<file path="src/sv/c8ie_ram.sv">
// generic simple dual-port ram, one write and one registered read port
// no dependencies
module c8ie_ram #(
    parameter int WIDTH = 8,
    parameter int DEPTH = 16
) (
    input  logic                     clk,
    input  logic                     we,
    input  logic [$clog2(DEPTH)-1:0] waddr,
    input  logic [WIDTH-1:0]         wdata,
    input  logic [$clog2(DEPTH)-1:0] raddr,
    output logic [WIDTH-1:0]         rdata
);

    logic [WIDTH-1:0] mem [0:DEPTH-1];

    always_ff @(posedge clk)
    begin
        if (we)
            mem[waddr] <= wdata;
        rdata <= mem[raddr];
    end

endmodule

</file>
<file path="config.mk">
export PLATFORM = sky130hd
export DESIGN_NAME = c8ie_ram
export DESIGN_NICKNAME = d
export VERILOG_FILES = /design/src/sv/c8ie_ram.sv
export SDC_FILE = /design/constraint.sdc
export NUM_CORES = 1
export LEC_CHECK = 0
export BUFFER_PORTS_ARGS = -buffer_cell sky130_fd_sc_hd__buf_2
export CORE_MARGIN = 1
export CORE_UTILIZATION = 25
export CTS_BUF_LIST = sky130_fd_sc_hd__clkbuf_8
export DETAILED_ROUTE_END_ITERATION = 8
export HOLD_SLACK_MARGIN = 0.05
export PLACE_DENSITY = 0.43
export SYNTH_ARGS = -nofsm -noshare
export SYNTH_HDL_FRONTEND = slang
export SYNTH_SLANG_ARGS = --single-unit
</file>
<file path="constraint.sdc">
create_clock -name clk -period 2.8 [get_ports clk]
set_input_delay 0.14 -clock clk [delete_from_list [all_inputs] [get_ports clk]]
set_output_delay 0.14 -clock clk [all_outputs]
set_load 0.03 [all_outputs]
</file>
==> reports/results.tsv <==
metric	value	unit
vias	2420	
drive_gt1_share	29.0	%
synth_top_area_share	74.7	%
placed_cells	531	
status	completed	
clock_latency	0.43	ns
endpoint_kind	flip-flop	
syn_to_final_growth	17.5	%
p_switching	0.000859	W
max_cap_violations	0	
worst_setup_path_start_kind	flip-flop	
final_util	29.9	%
yosys_most_used_dff	edfxtp_1	
grt_max_degree	24	
drc	0	
ctsResizeCount	0	
synthArstFlopShare	0	%
postSynthAreaPerCell	22.5	um^2
die_x	145	um
worstHoldPathType	primary input to flip-flop	
syn_nets	247	
dp.final_hpwl	7130	um
critPathRequiredTime	3.10	ns
synthCells	229	
synth_edf_count	128	
max_freq	699	MHz
synth_area_leaders	edfxtp_1, mux4_2, mux4_1	
fin_crit_sh	51.1	%
ioPinCount	26	
cts_max_path_buffers	2	
worstSetupPathType	flip-flop to flip-flop	
yosysTopAreaCell	edfxtp_1	
cts_tree	done	
cts.clk_slew.worst_paths	0.07	ns
ys_types	19	
powerDensity	673	mW/mm^2
port_buffers	25	
yosys_warnings	0	
swShare	21.1	%
drt_first_iter_violations	125	
hold_buffers	1	
start_util	25.4	%
core_area	0.0202	mm^2
maxSlewHeadroom	43.2	%
clockPowerShare	38.1	%
worst_pin_slew	0.848	ns
irDropWorstVdd	0.357	mV
skew	0.0105	ns
combPwrFrac	5.8	%
stdcell_count	563	
crit_arrival	1.73	ns
cts_made_buffers	17	
grt_usage	11.2	%
antenna_left	0	
setup_violations	0	
routed_wirelength	11000	um
mostFrequentLayoutCell	edfxtp_1	
nets	299	
die_height	145	um
min_period	1.43	ns
critPathMaxFanout	1	
clock_sinks	136	
layout_common_cells	edfxtp_1, buf_2, mux4_2	
gr-total-overflow	0	
p_leak	1.99	nW
htreeDepth	4	
hold_viol	0	
syn_area	0.00515	mm^2
cellInternalPower	0.00321	W
synth-seq-cells	136	
viasPerCell	4.30	
die_area	0.0212	mm^2
antenna_found_initial	1	
num-fill-cells	1948	
grt_pass1_wl	16400	um
cts_setup_buffers	0	
drt-wirelength-per-cell	19.6	um
seq_power_share	56.1	%
globalplace.congestion	0.695	
grt_pass1_vias	2617	
rows	52	
rsz0062_at_grt	false	
clockRootBuffer	clkbuf_8	
ys_seq_area_share	77.8	%
insertedDiodeCount	0	
slew_violations	0	
finalSetupTns	0	ns
drtPass1Iterations	4	
-- metal layers --
metal  GRT usage (%)  vias up  part of all wire [%]
met5               0        -                 0.073
met4            3.32        2                  0.90
met3            3.95        9                   3.5
met2            17.6       44                    49
met1            14.6     1290                    47
li1                -     1075                     -
-- area by class of cell --
type / instances / area, um^2 / share of cell area, %
clock buffers: 17 / 234 / 3.87
well taps: 270 / 338 / 5.58
repair buffers: 43 / 275 / 4.55
clock inverters: 14 / 143 / 2.36
multi-input cells: 83 / 1060 / 17.5
flip-flops and latches: 136 / 4000 / 66.2
-- critical path: stages (launching register included) --
cell      delay [ns]
edfxtp_1        0.37
mux4_1          0.50
a22oi_1         0.32
nand2_1         0.12
-- registers in the layout, summed over array words and instances (netlist names) --
signal  cells
mem       128
rdata       8
-- final timing paths --
path	start	endpoint	slack [ns]	cells after the start
worst max-delay path	mem[1][5]	rdata[5]	1.37	3
worst min-delay path	wdata[6]	mem[13][6]	0.09	1
worst min register to register	mem[12][4]	rdata[4]	0.67	3
worst max register to register	mem[1][5]	rdata[5]	1.37	3
-- power by group through the flow --
stage	clock [W]	sequential [W]	combinational, W
finish	0.00155	0.00229	0.000235
global route	0.00168	0.00229	0.000254
CTS	0.00160	0.00229	0.000242
detailed placement	0	0.00233	0.000240
global placement	0	0.00233	0.000239
floorplan	0	0.00236	0.000116
-- Yosys cell counts, drive strengths merged (2+ instances only) --
| library cell | number |
|---|---|
| a22oi | 16 |
| buf | 7 |
| clkdlybuf4s25 | 3 |
| dfxtp | 8 |
| edfxtp | 128 |
| mux4 | 32 |
| nand2 | 9 |
| nand2b | 2 |
| nand3b | 2 |
| nor2 | 13 |
| nor3 | 4 |
-- logic make-up after synthesis --
kind of cell / Yosys count / share of synthesized area, %
flops: 136 / 77.8
simple gates: 35 / 3.18
mux: 32 / 15.0
compound gates: 16 / 2.33
buf+inv: 10 / 1.68
-- metrics by stage --
step / cell area, um^2 / setup slack (ns) / hold WS, ns / power, W
floorplan: 5150 / 1.17 / 0.239 / 0.00247
global route: 6050 / 1.28 / 0.0663 / 0.00423
global placement: 5660 / 0.890 / 0.523 / 0.00257
CTS: 6050 / 1.34 / 0.0632 / 0.00413
finish: 6050 / 1.37 / 0.0938 / 0.00407
detailed placement: 5660 / 0.920 / 0.532 / 0.00257
Power figures use the tool's default switching activity.
